**src/rtl/dosf_pkg.sv**
```systemverilog
// Package for the drop-oldest sample FIFO.
// Holds field widths, command and status codes, and the decoded-op and result types.
// No dependencies.
package dosf_pkg;

  localparam int SAMPLE_W  = 16;
  localparam int BLEN_W    = 16;
  localparam int REQ_W     = 7;
  localparam int FILL_W    = 11;
  localparam int CMD_W     = 2;
  localparam int STATUS_W  = 2;
  localparam int CFG_IDX_W = 1;

  localparam logic [CMD_W-1:0] CMD_PUSH  = 2'd0;
  localparam logic [CMD_W-1:0] CMD_GET   = 2'd1;
  localparam logic [CMD_W-1:0] CMD_CLEAR = 2'd2;

  localparam logic [CFG_IDX_W-1:0] REG_CAPACITY   = 1'b0;
  localparam logic [CFG_IDX_W-1:0] REG_WINDOW_LEN = 1'b1;

  localparam int CAP_RESET = 1024;
  localparam int WIN_RESET = 512;

  typedef enum logic [STATUS_W-1:0] {
    STAT_OK     = 2'd0,
    STAT_REJECT = 2'd1,
    STAT_EMPTY  = 2'd2
  } status_t;

  typedef enum logic [1:0] {
    OP_REPORT = 2'd0,
    OP_STORE  = 2'd1,
    OP_GET    = 2'd2,
    OP_CLEAR  = 2'd3
  } op_kind_t;

  typedef struct packed {
    op_kind_t                    kind;
    status_t                     status;
    logic signed [SAMPLE_W-1:0]  sample;
    logic        [REQ_W-1:0]     req;
  } op_t;

  typedef struct packed {
    status_t                     status;
    logic signed [SAMPLE_W-1:0]  sample_out;
    logic                        sample_valid;
    logic                        in_window;
    logic        [REQ_W-1:0]     taken_count;
    logic        [FILL_W-1:0]    fill_level;
    logic                        last;
  } res_t;

endpackage

```
**src/rtl/dosf_queue.sv**
```systemverilog
// Two-entry op queue between front decoder and back end.
// Decouples input stall from back-end progress; uses dosf_pkg.
module dosf_queue
  import dosf_pkg::*;
(
  input  logic clk,
  input  logic rst,
  input  logic push,
  input  op_t  push_op,
  output logic full,
  input  logic pop,
  output logic head_valid,
  output op_t  head_op
);

  op_t        entry [2];
  logic       wr_ptr;
  logic       rd_ptr;
  logic [1:0] count;

  assign full       = count == 2'd2;
  assign head_valid = count != 2'd0;
  assign head_op    = entry[rd_ptr];

  always_ff @(posedge clk) begin
    if (push) begin
      entry[wr_ptr] <= push_op;
    end
  end

  always_ff @(posedge clk) begin
    if (rst) begin
      wr_ptr <= 1'b0;
      rd_ptr <= 1'b0;
      count  <= 2'd0;
    end else begin
      if (push) begin
        wr_ptr <= ~wr_ptr;
      end
      if (pop) begin
        rd_ptr <= ~rd_ptr;
      end
      count <= count + {1'b0, push} - {1'b0, pop};
    end
  end

endmodule

```
**config.mk**
```make
export PLATFORM = sky130hd
export DESIGN_NAME = dosf_queue
export DESIGN_NICKNAME = d
export VERILOG_FILES = /design/src/rtl/dosf_pkg.sv /design/src/rtl/dosf_queue.sv
export SDC_FILE = /design/constraint.sdc
export NUM_CORES = 1
export LEC_CHECK = 0
export BUFFER_PORTS_ARGS = -buffer_cell sky130_fd_sc_hd__buf_4
export CORE_MARGIN = 4
export CORE_UTILIZATION = 40
export DETAILED_ROUTE_END_ITERATION = 6
export PLACE_DENSITY_LB_ADDON = 0.12
export SLEW_MARGIN = 0
export SYNTH_ARGS = -nofsm -noshare
export SYNTH_HDL_FRONTEND = slang
export SYNTH_SLANG_ARGS = --single-unit
```
**constraint.sdc**
```tcl
create_clock -name clk -period 2.2 [get_ports clk]
set_clock_uncertainty 0.2 [all_clocks]
set_input_delay 0.44 -clock clk [delete_from_list [all_inputs] [get_ports clk]]
set_output_delay 0.44 -clock clk [all_outputs]
set_load 0.05 [all_outputs]
```
==> impl_metrics.toml <==
[outcome]
status = "complete, no violations"

[die]
core_um2 = 5510
initial_core_util = 0.412
die_h_um = 83.3
num_rows = 27
dieArea_um2 = 6950
ioPinCount = 60
die_w_um = 83.3

[layout]
syn2layout_area_growth_pct = 30.1
fillers = 453
final_nets = 211
most-common-layout-cells = "buf_4, edfxtp_1, mux2_4, clkbuf_8, mux2_2"
diodes = 0
mostFrequentLayoutCell = "buf_4"
finalInstanceArea_um2 = 2950
drive_above_1_share = 0.579

[worst_setup_path]
reg2regPathDepth = 6
crit_path_end_kind = "output port"
crit_chain = "buf_4 > mux2_4 > buf_4"
cpMostUsedCell = "buf_4"
cp-start-kind = "register"
worstSetupPathType = "register to output port"
cp.required_ns = 1.56
slowest_stage = "mux2_4"
cpPeakStageDelay_ns = 0.33
rr_endpoint = "count[1]$_SDFF_PP0_"
cp_max_fo = 14
reg2reg_slack_ns = 0.82
arrival_ns = 1.44
r2r-start = "count[0]$_SDFF_PP0_"

[sta]
maxSlewViolCount = 0
hold-worst-slack_ns = 0.0988
tns_ns = 0
fmax_ghz = 0.480
hold_viol = 0
setup_slack_ns = 0.116
rsz0062_at_grt = "false"
fin_crit_ns = 2.08
fin_crit_sh = 0.947
slew-limit-headroom = 0.819
worst_pin_slew_ns = 0.271
setup_viol = 0

[global_route]
track_usage = 0.115
grt_max_degree = 15
antenna_found_initial = 0
overflow = 0
grt_pass1_wl_mm = 5.98
grt_pass1_vias = 1272

[clocking]
clk_latency_ns = 0.32
cts_buffer_depth = 2
postCtsSetupBuffers = 0
cts_tree = "done"
cts_resized = 0
clk_pin_slew_worst_paths_ns = 0.06
htreeDepth = 3
numCtsBuffers = 9
root_buffer = "clkbuf_8"
cts_num_sinks = 59
cts.hold.buffers_added = 0

[power]
p_total_mw = 2.68
p_per_area_nw_per_um2 = 908
power_leakage_nw = 1.18
vdd_ir_drop_max_v = 0.000444

[hold_path]
hold_path_depth = 1
holdPathEnd = "entry[1][0]$_DFFE_PP_"
min_path_type = "input port to register"
hold_path.startpoint = "push_op[0]"

[placement]
place_ws_ns = 0.447
routabilityCongestion = 0.719
dpl-instance-area_um2 = 2800
portBuffers = 59
dp_hpwl_mm = 2.65

[drt]
drt_wl_total_mm = 3.66
vias = 1122
drc_errors = 0
vias_per_cell = 4.40
wl_per_cell_um = 14.4
ant_nets = 0
first_pass_iters = 2
drt_iter0_markers = 61

[synthesis]
ys_ff_latch = 59
synthSimpleGateAreaFrac = 0.0204
synth_compound_area_frac = 0
syn_inst = 105
yosysSeqAreaShare = 0.758
synthAdderAreaFrac = 0.0110
synthMuxAreaShare = 0.167
ys.warnings.count = 0
synth.cell_area_um2 = 2270
synth_top_family_by_area = "multiplexers"
synth_cell_type_count = 14
syn_nets = 138
avgSynthCellArea_um2 = 21.6
yosys.area_share.xor_xnor = 0.0176

[job]
maxCapViolCount = 0
[per-layer routing]
metal,share of wire,vias up,track usage
li1,-,544,-
met1,0.38,531,0.116
met2,0.54,38,0.200
met4,0.015,0,0.0579
met3,0.065,9,0.0536
met5,0,-,0
[critical path: cells and delay by family (launching register included)]
kind	cells	cell delay, ns
flip-flops	1	0.32
multiplexers	1	0.33
buffers and inverters	2	0.46
[worst max-delay path by stage]
stage	from	to	cells past startpoint
floorplan	push	entry[0][0]$_DFFE_PP_	1
global placement	register	head_op[11]	3
detailed placement	register	head_op[18]	3
CTS	register	head_op[18]	3
global route	register	head_op[5]	3
finish	register	head_op[19]	3
[cell usage after synthesis]
| library cell | instances | area [µm²] |
|---|---|---|
| mux2_2 | 7 | 78.8 |
| nor2b_1 | 3 | 18.8 |
| xnor3_1 | 1 | 22.5 |
| xnor2_1 | 2 | 17.5 |
| buf_12 | 2 | 40.0 |
| and2_1 | 1 | 6.26 |
| mux2_4 | 20 | 300 |
| inv_1 | 2 | 7.51 |
| or2_2 | 1 | 6.26 |
| ha_1 | 2 | 25.0 |
| edfxtp_1 | 54 | 1620 |
| buf_6 | 1 | 11.3 |
| nor2_1 | 4 | 15.0 |
| dfxtp_1 | 5 | 100 |
[report_power, final]
part | switching (mW) | internal [mW] | total [mW]
Clock | 0.360 | 0.397 | 0.757
Sequential | 0.0226 | 1.31 | 1.33
Combinational | 0.358 | 0.237 | 0.595
[flip-flops by register name, summed over array words and instances (netlist names), named ones only]
register  flops
rd_ptr        1
count         2
wr_ptr        1
entry        54
[through the flow]
step,util,cells
after floorplan,-,105
after global placement,0.509,239
after detailed placement,0.509,239
after CTS,0.536,255
after global routing,0.536,255
final,0.536,255
[cells by family (layout without fill, tap and decap cells)]
group         after synthesis  in the layout
buf+inv                     5             83
flops                      59             59
mux                        27             27
fa+ha+maj                   2              2
xor+xnor                    3              3
simple gates                9              9
[area by class of cell]
cell class                      count  area [µm²]  area share
Inverter                            2        7.51     0.00254
Tap cell                           72        90.1      0.0305
Sequential cell                    59        1720       0.583
Clock buffer                       12         135      0.0457
Multi-Input combinational cell     41         493       0.167
Timing Repair Buffer               65         488       0.165
Clock inverter                      4        17.5     0.00593
(Power assumes the default switching activity.)
