`config.mk`:
```
export PLATFORM = sky130hd
export DESIGN_NAME = dosf_front
export DESIGN_NICKNAME = d
export VERILOG_FILES = /design/src/rtl/dosf_pkg.sv /design/src/rtl/dosf_front.sv
export SDC_FILE = /design/constraint.sdc
export NUM_CORES = 1
export LEC_CHECK = 0
export BUFFER_PORTS_ARGS = -buffer_cell sky130_fd_sc_hd__buf_2
export CORE_AREA = 2 2 46 48
export DETAILED_ROUTE_END_ITERATION = 10
export DIE_AREA = 0 0 48 50
export PLACE_DENSITY = 0.79
export SLEW_MARGIN = 20
export SYNTH_ARGS = -nofsm -noshare
export SYNTH_HDL_FRONTEND = slang
export SYNTH_SLANG_ARGS = --single-unit
```
`constraint.sdc`:
```
create_clock -name vclk -period 3.08
set_clock_uncertainty 0.05 [all_clocks]
set_input_delay 0.77 -clock vclk [all_inputs]
set_output_delay 0.77 -clock vclk [all_outputs]
set_load 0.01 [all_outputs]
```
`src/rtl/dosf_pkg.sv`:
```
// Package for the drop-oldest sample FIFO.
// Holds field widths, command and status codes, and the decoded-op and result types.
// No dependencies.
package dosf_pkg;

  localparam int SAMPLE_W  = 16;
  localparam int BLEN_W    = 16;
  localparam int REQ_W     = 7;
  localparam int FILL_W    = 11;
  localparam int CMD_W     = 2;
  localparam int STATUS_W  = 2;
  localparam int CFG_IDX_W = 1;

  localparam logic [CMD_W-1:0] CMD_PUSH  = 2'd0;
  localparam logic [CMD_W-1:0] CMD_GET   = 2'd1;
  localparam logic [CMD_W-1:0] CMD_CLEAR = 2'd2;

  localparam logic [CFG_IDX_W-1:0] REG_CAPACITY   = 1'b0;
  localparam logic [CFG_IDX_W-1:0] REG_WINDOW_LEN = 1'b1;

  localparam int CAP_RESET = 1024;
  localparam int WIN_RESET = 512;

  typedef enum logic [STATUS_W-1:0] {
    STAT_OK     = 2'd0,
    STAT_REJECT = 2'd1,
    STAT_EMPTY  = 2'd2
  } status_t;

  typedef enum logic [1:0] {
    OP_REPORT = 2'd0,
    OP_STORE  = 2'd1,
    OP_GET    = 2'd2,
    OP_CLEAR  = 2'd3
  } op_kind_t;

  typedef struct packed {
    op_kind_t                    kind;
    status_t                     status;
    logic signed [SAMPLE_W-1:0]  sample;
    logic        [REQ_W-1:0]     req;
  } op_t;

  typedef struct packed {
    status_t                     status;
    logic signed [SAMPLE_W-1:0]  sample_out;
    logic                        sample_valid;
    logic                        in_window;
    logic        [REQ_W-1:0]     taken_count;
    logic        [FILL_W-1:0]    fill_level;
    logic                        last;
  } res_t;

endpackage

```
`src/rtl/dosf_front.sv`:
```
// Front decoder of the drop-oldest sample FIFO.
// Classifies each input transaction into a decoded op; uses dosf_pkg.
module dosf_front
  import dosf_pkg::*;
#(
  parameter int MAX_BURST = 64
) (
  input  logic        [CMD_W-1:0]    command,
  input  logic signed [SAMPLE_W-1:0] sample,
  input  logic        [BLEN_W-1:0]   block_len,
  input  logic        [REQ_W-1:0]    request_count,
  input  logic        [FILL_W-1:0]   eff_cap,
  output op_t                        op
);

  localparam logic [REQ_W-1:0] BURST_MAX = REQ_W'(MAX_BURST);

  logic too_long;

  assign too_long = block_len > BLEN_W'(eff_cap);

  always_comb begin
    op.kind   = OP_REPORT;
    op.status = STAT_OK;
    op.sample = sample;
    op.req    = (request_count > BURST_MAX) ? BURST_MAX : request_count;
    case (command)
      CMD_PUSH: begin
        if (too_long) begin
          op.status = STAT_REJECT;
        end else if (block_len != '0) begin
          op.kind = OP_STORE;
        end
      end
      CMD_GET: begin
        op.kind = OP_GET;
      end
      CMD_CLEAR: begin
        op.kind = OP_CLEAR;
      end
      default: begin
        op.kind = OP_REPORT;
      end
    endcase
  end

endmodule

```
==> results of run 1 <==
==> area by class of cell <==
| class | instances | area, µm² | area share |
|---|---|---|---|
| Multi-Input combinational cell | 46 | 499.2 | 0.6009 |
| Timing Repair Buffer | 48 | 245.2 | 0.2952 |
| Inverter | 14 | 52.55 | 0.06325 |
| Tap cell | 27 | 33.78 | 0.04066 |
==> power breakdown <==
part	internal (mW)	switching [mW]	total [mW]	leakage [nW]
clock	0	0	0	0
combinational	0.0549	0.0499	0.105	0.462
sequential	0	0	0	0
total	0.0549	0.0499	0.105	0.462
==> worst paths after layout <==
path / cells after the start / end / slack, ps
min: 0 / op[10] / 1490
max: 9 / op[23] / 20
==> stage by stage <==
step | setup TNS (ps) | hold slack [ps] | total power, mW
after CTS | -3.396 | 1490 | 0.09171
after global placement | -43.19 | 1490 | 0.08091
after floorplan | 0 | 1536 | 0.06734
after detailed placement | -176.6 | 1490 | 0.08511
after global routing | -38.91 | 1490 | 0.1163
final | 0 | 1490 | 0.1048
==> routing by layer <==
metal / part of all wire / wire [µm] / up-vias
li1: - / - / 305
met1: 0.32 / 506 / 268
met2: 0.60 / 960 / 25
met3: 0.065 / 104 / 6
met4: 0.020 / 32 / 0
met5: 0 / 0 / -
==> repair_timing <==
action,4_1_cts,5_1_grt
setup buffers,0,1
pin swaps,2,8
gates cloned,0,0
endpoints found under the setup margin,2,2
resized for setup,6,10
==> cell families (layout without fill, tap and decap cells) <==
group | count (synthesis) | count (layout) | synth area share
buf+inv | 32 | 62 | 0.3252
simple gates | 21 | 21 | 0.2434
fa+ha+maj | 12 | 12 | 0.2655
compound gates | 12 | 12 | 0.1593
other cells | 1 | 1 | 0.006631
==> layout by cell type, fill, tap and decap left out <==
cell and instances:
o21ai_0 1, a22o_1 1, ha_1 7, a31o_1 1, a21oi_4 1, a2111oi_4 1, conb_1 1, a21o_1 1
a21oi_1 3, nor3_1 2, a211oi_2 1, nor4_1 2, nand3_2 1, nor2b_4 1, buf_2 46, nand3_1 1
inv_2 2, o211a_1 1, nor2_1 1, or3_4 1, nand2b_2 1, nand4_1 1, ha_4 5, nor3_4 1
o211ai_2 1, nand2_2 2, buf_4 2, nor2b_1 6, nand2_4 1, inv_1 12
==> results.json, run 1 <==
{
  "status": "finished clean",
  "placed_area_um2": 705.7,
  "io_buffers": 46,
  "nets": 174,
  "yosysMostFrequentCell": "buf_4",
  "utilization": 0.4368,
  "grt_max_degree": 8,
  "crit_buf_inv": 3,
  "crit_type": "in -> out",
  "report.final.slew_viol_count": 0,
  "grt_pass1_wl_um": 2408,
  "syn_nets": 142,
  "hp-class": "in -> out",
  "fin_cells": 135,
  "areaGrowthSynthToFinish_pct": 46.90,
  "crit_family": "simple AND/OR/NAND/NOR gates",
  "dieWidth_um": 48,
  "worstSetupStartpointType": "input port",
  "dp_hpwl_um": 1336,
  "grt_busiest_layer": "met2",
  "maxCapViolations": 0,
  "grt_pass1_vias": 626,
  "die_h_um": 50,
  "coreArea_um2": 1902,
  "antenna_cells": 0,
  "antenna_left": 0,
  "grt_antenna_before_repair": 0,
  "yosysWarnings": 0,
  "fin_crit_ps": 3056,
  "leakage_nw": 0.4615,
  "avgSynthCellArea_um2": 7.251,
  "syn_inst": 78,
  "overflow": 0,
  "peakVddDrop_v": 0.00004109,
  "synthTopCellsByArea": "ha_1 (27%), buf_4 (23%), inv_1 (9.3%), nor2b_1 (6.6%), a21oi_1 (3.5%)",
  "clkbuf_count": 0,
  "ys_seq_area_frac": 0,
  "place_ws_ps": -97.43,
  "fin_crit_sh": 0.9923,
  "fp-row-count": 16,
  "ys_types": 25,
  "ioPinCount": 79,
  "cp_slowest_stage_delay_ps": 420,
  "start_util": 0.2974,
  "drt_iter0_drc": 0,
  "vias_per_cell": 4.474,
  "placed_cells": 134,
  "path_cells": "buf_2 > inv_1 > ha_4 > nand3_2 > or3_4 > a21oi_4 > a2111oi_4 > a211oi_2 > buf_2",
  "drt_wl_total_um": 1604,
  "endpoint_kind": "primary output",
  "drt_pre_antenna_iters": 1,
  "met2_usage": 0.2578,
  "synth_top_area_share": 0.2655,
  "fillCellCount": 208,
  "crit_fanout": 2,
  "ctsHoldBuffers": 0,
  "worstSetupStartpoint": "eff_cap[9]",
  "cp.arrival_ps": 2240,
  "drc": 0,
  "synth_largest_area_cell": "ha_1",
  "finalHoldViolCount": 0,
  "seq_cells": 0,
  "met1_usage": 0.1283,
  "powerDensity_nw_per_um2": 126.2,
  "vias": 604,
  "fin_ws_ps": 23.81,
  "fmax_mhz": 327.2,
  "die_area_um2": 2400,
  "regArea_um2": 0,
  "min-delay-start": "sample[3]",
  "drive_above_1_share": 0.6204,
  "ys_top_cells_by_count": "buf_4 (17), inv_1 (14), ha_1 (12)",
  "use_met3": 0.01465,
  "timing.critical_path.mode_cell": "buf_2",
  "finalInstanceArea_um2": 830.8,
  "finalSetupViolCount": 0,
  "synthesis.area_um2": 565.5,
  "globalRouteTotalUtil": 0.1306,
  "critical_path.slowest_cell": "or3_4",
  "gp_congestion": 0.7380,
  "worst-endpoint-required_ps": 2260,
  "avgRoutedWirePerCell_um": 11.88
}
(Power assumes the default switching activity.)
==> run 2: changes to the inputs <==
Settings changed: CORE_AREA 2 2 46 48 to 2 2 56 42, DIE_AREA 0 0 48 50 to 0 0 58 44.
Clock period 3.08 ns to 2.7 ns, I/O delays scaled along.
==> run 2 against run 1 <==
  * The flow now finishes with violations (setup timing)
  * Non-clock buffer count increased by 4
  * Global-route usage is 0.73 points lower
  * Combinational power is 35% higher
  * Core utilization up 4.1 points
  * Power rose by 35%
  * Clock-buffer cell count is the same
  * Worst setup slack got worse by 130 ps
  * Routed wire length up 3.7%
  * Critical path type unchanged
==> results.json, run 2 (synthesis gave the netlist of run 1 again) <==
{
  "die_h_um": 44,
  "internal_power_mw": 0.08099,
  "dieWidth_um": 58,
  "ioPinCount": 79,
  "drive_above_1_share": 0.7054,
  "dp_hpwl_um": 1364,
  "io_buffers": 46,
  "hp-class": "in -> out",
  "grt_pass1_vias": 622,
  "pwr-share-seq": 0,
  "ctsHoldBuffers": 0,
  "layout_commonest_cell": "buf_2",
  "seq_cells": 0,
  "leakage_nw": 0.4871,
  "fp-row-count": 14,
  "fmax_mhz": 355.8,
  "swShare": 0.4293,
  "regArea_um2": 0,
  "maxCapViolations": 0,
  "globalRouteTotalUtil": 0.1233,
  "avgRoutedWirePerCell_um": 12.23,
  "drt_pre_antenna_iters": 2,
  "met1_usage": 0.1199,
  "drt_iter0_drc": 1,
  "critical_path.slowest_cell": "or3_4",
  "pwr-share-comb": 1.000,
  "powerDensity_nw_per_um2": 146.2,
  "worst-endpoint-required_ps": 1980,
  "antenna_left": 0,
  "grt_pass1_wl_um": 2490,
  "met2_usage": 0.2636,
  "fin_cells": 136,
  "areaGrowthSynthToFinish_pct": 71.68,
  "path_cells": "buf_6 > inv_2 > ha_4 > nand2_4 > or3_4 > a21oi_4 > a2111oi_4 > a211oi_1 > buf_2",
  "power_mw": 0.1419,
  "crit_buf_inv": 3,
  "vias": 603,
  "finalSetupViolCount": 2,
  "gp_congestion": 0.7558,
  "overflow": 0,
  "worstSetupStartpointType": "input port",
  "use_met3": 0.02388,
  "grt_antenna_before_repair": 0,
  "hold_ws_ps": 1300,
  "fin_crit_sh": 1.041,
  "crit_fanout": 2,
  "cp.arrival_ps": 2090,
  "clkbuf_count": 0,
  "grt_max_degree": 8,
  "nets": 178,
  "crit_family": "simple AND/OR/NAND/NOR gates",
  "drt_wl_total_um": 1663,
  "antenna_cells": 0,
  "fin_ws_ps": -110.2,
  "peakVddDrop_v": 0.00006209,
  "utilization": 0.4778,
  "power.switching_mw": 0.06093,
  "rsz0062_at_grt": "true",
  "start_util": 0.2783,
  "fin_crit_ps": 2810,
  "report.final.slew_viol_count": 0,
  "final_cell_mix": "buf_2 (33), buf_6 (13), ha_4 (8)",
  "placed_cells": 135,
  "cp_slowest_stage_delay_ps": 400,
  "violations": "setup timing",
  "die_area_um2": 2552,
  "status": "finished, violations left",
  "vias_per_cell": 4.434,
  "endpoint_kind": "primary output",
  "clkPwrFrac": 0,
  "grt_busiest_layer": "met2",
  "coreArea_um2": 2032,
  "drc": 0,
  "crit_type": "in -> out",
  "finalHoldViolCount": 0
}
-- run 2: worst paths after layout --
check / cells past startpoint / start / slack [ps] / end
hold / removal: 0 / sample[10] / 1300 / op[17]
setup / recovery: 9 / eff_cap[5] / -110 / op[23]
-- run 2: final cells by class --
| type | count | area (µm²) |
|---|---|---|
| timing repair buffer | 52 | 356.6 |
| multi-input combinational | 46 | 529.3 |
| inverter | 14 | 55.05 |
| tap | 24 | 30.03 |
| fill | 193 | 1061 |
-- run 2: power groups by stage --
stage / Combinational, mW / Sequential (mW) / Clock (mW)
finish: 0.142 / 0 / 0
floorplan: 0.0768 / 0 / 0
CTS: 0.140 / 0 / 0
global placement: 0.0972 / 0 / 0
global route: 0.155 / 0 / 0
detailed placement: 0.101 / 0 / 0
-- run 2: stage by stage --
| stage | worst slack (ps) | TNS, ps | instance area, µm² |
|---|---|---|---|
| after floorplan | 14.20 | 0 | 565.5 |
| after global placement | -281.7 | -517.4 | 732.0 |
| after detailed placement | -315.0 | -599.8 | 732.0 |
| after CTS | -111.8 | -195.5 | 970.9 |
| after global routing | -190.0 | -356.8 | 970.9 |
| final | -110.2 | -211.2 | 970.9 |
-- run 2: layer usage --
layer | wire (µm) | vias to the layer above
li1 | - | 312
met1 | 591 | 266
met2 | 957 | 19
met3 | 88 | 6
met4 | 26 | 0
met5 | 0 | -
-- run 2: timing repair --
item                                    in CTS  in global routing
cloned                                       0                  0
gates resized for setup                     40                  0
setup buffers                                1                  0
endpoints found under the setup margin       2                  2
pin swaps                                   15                  0
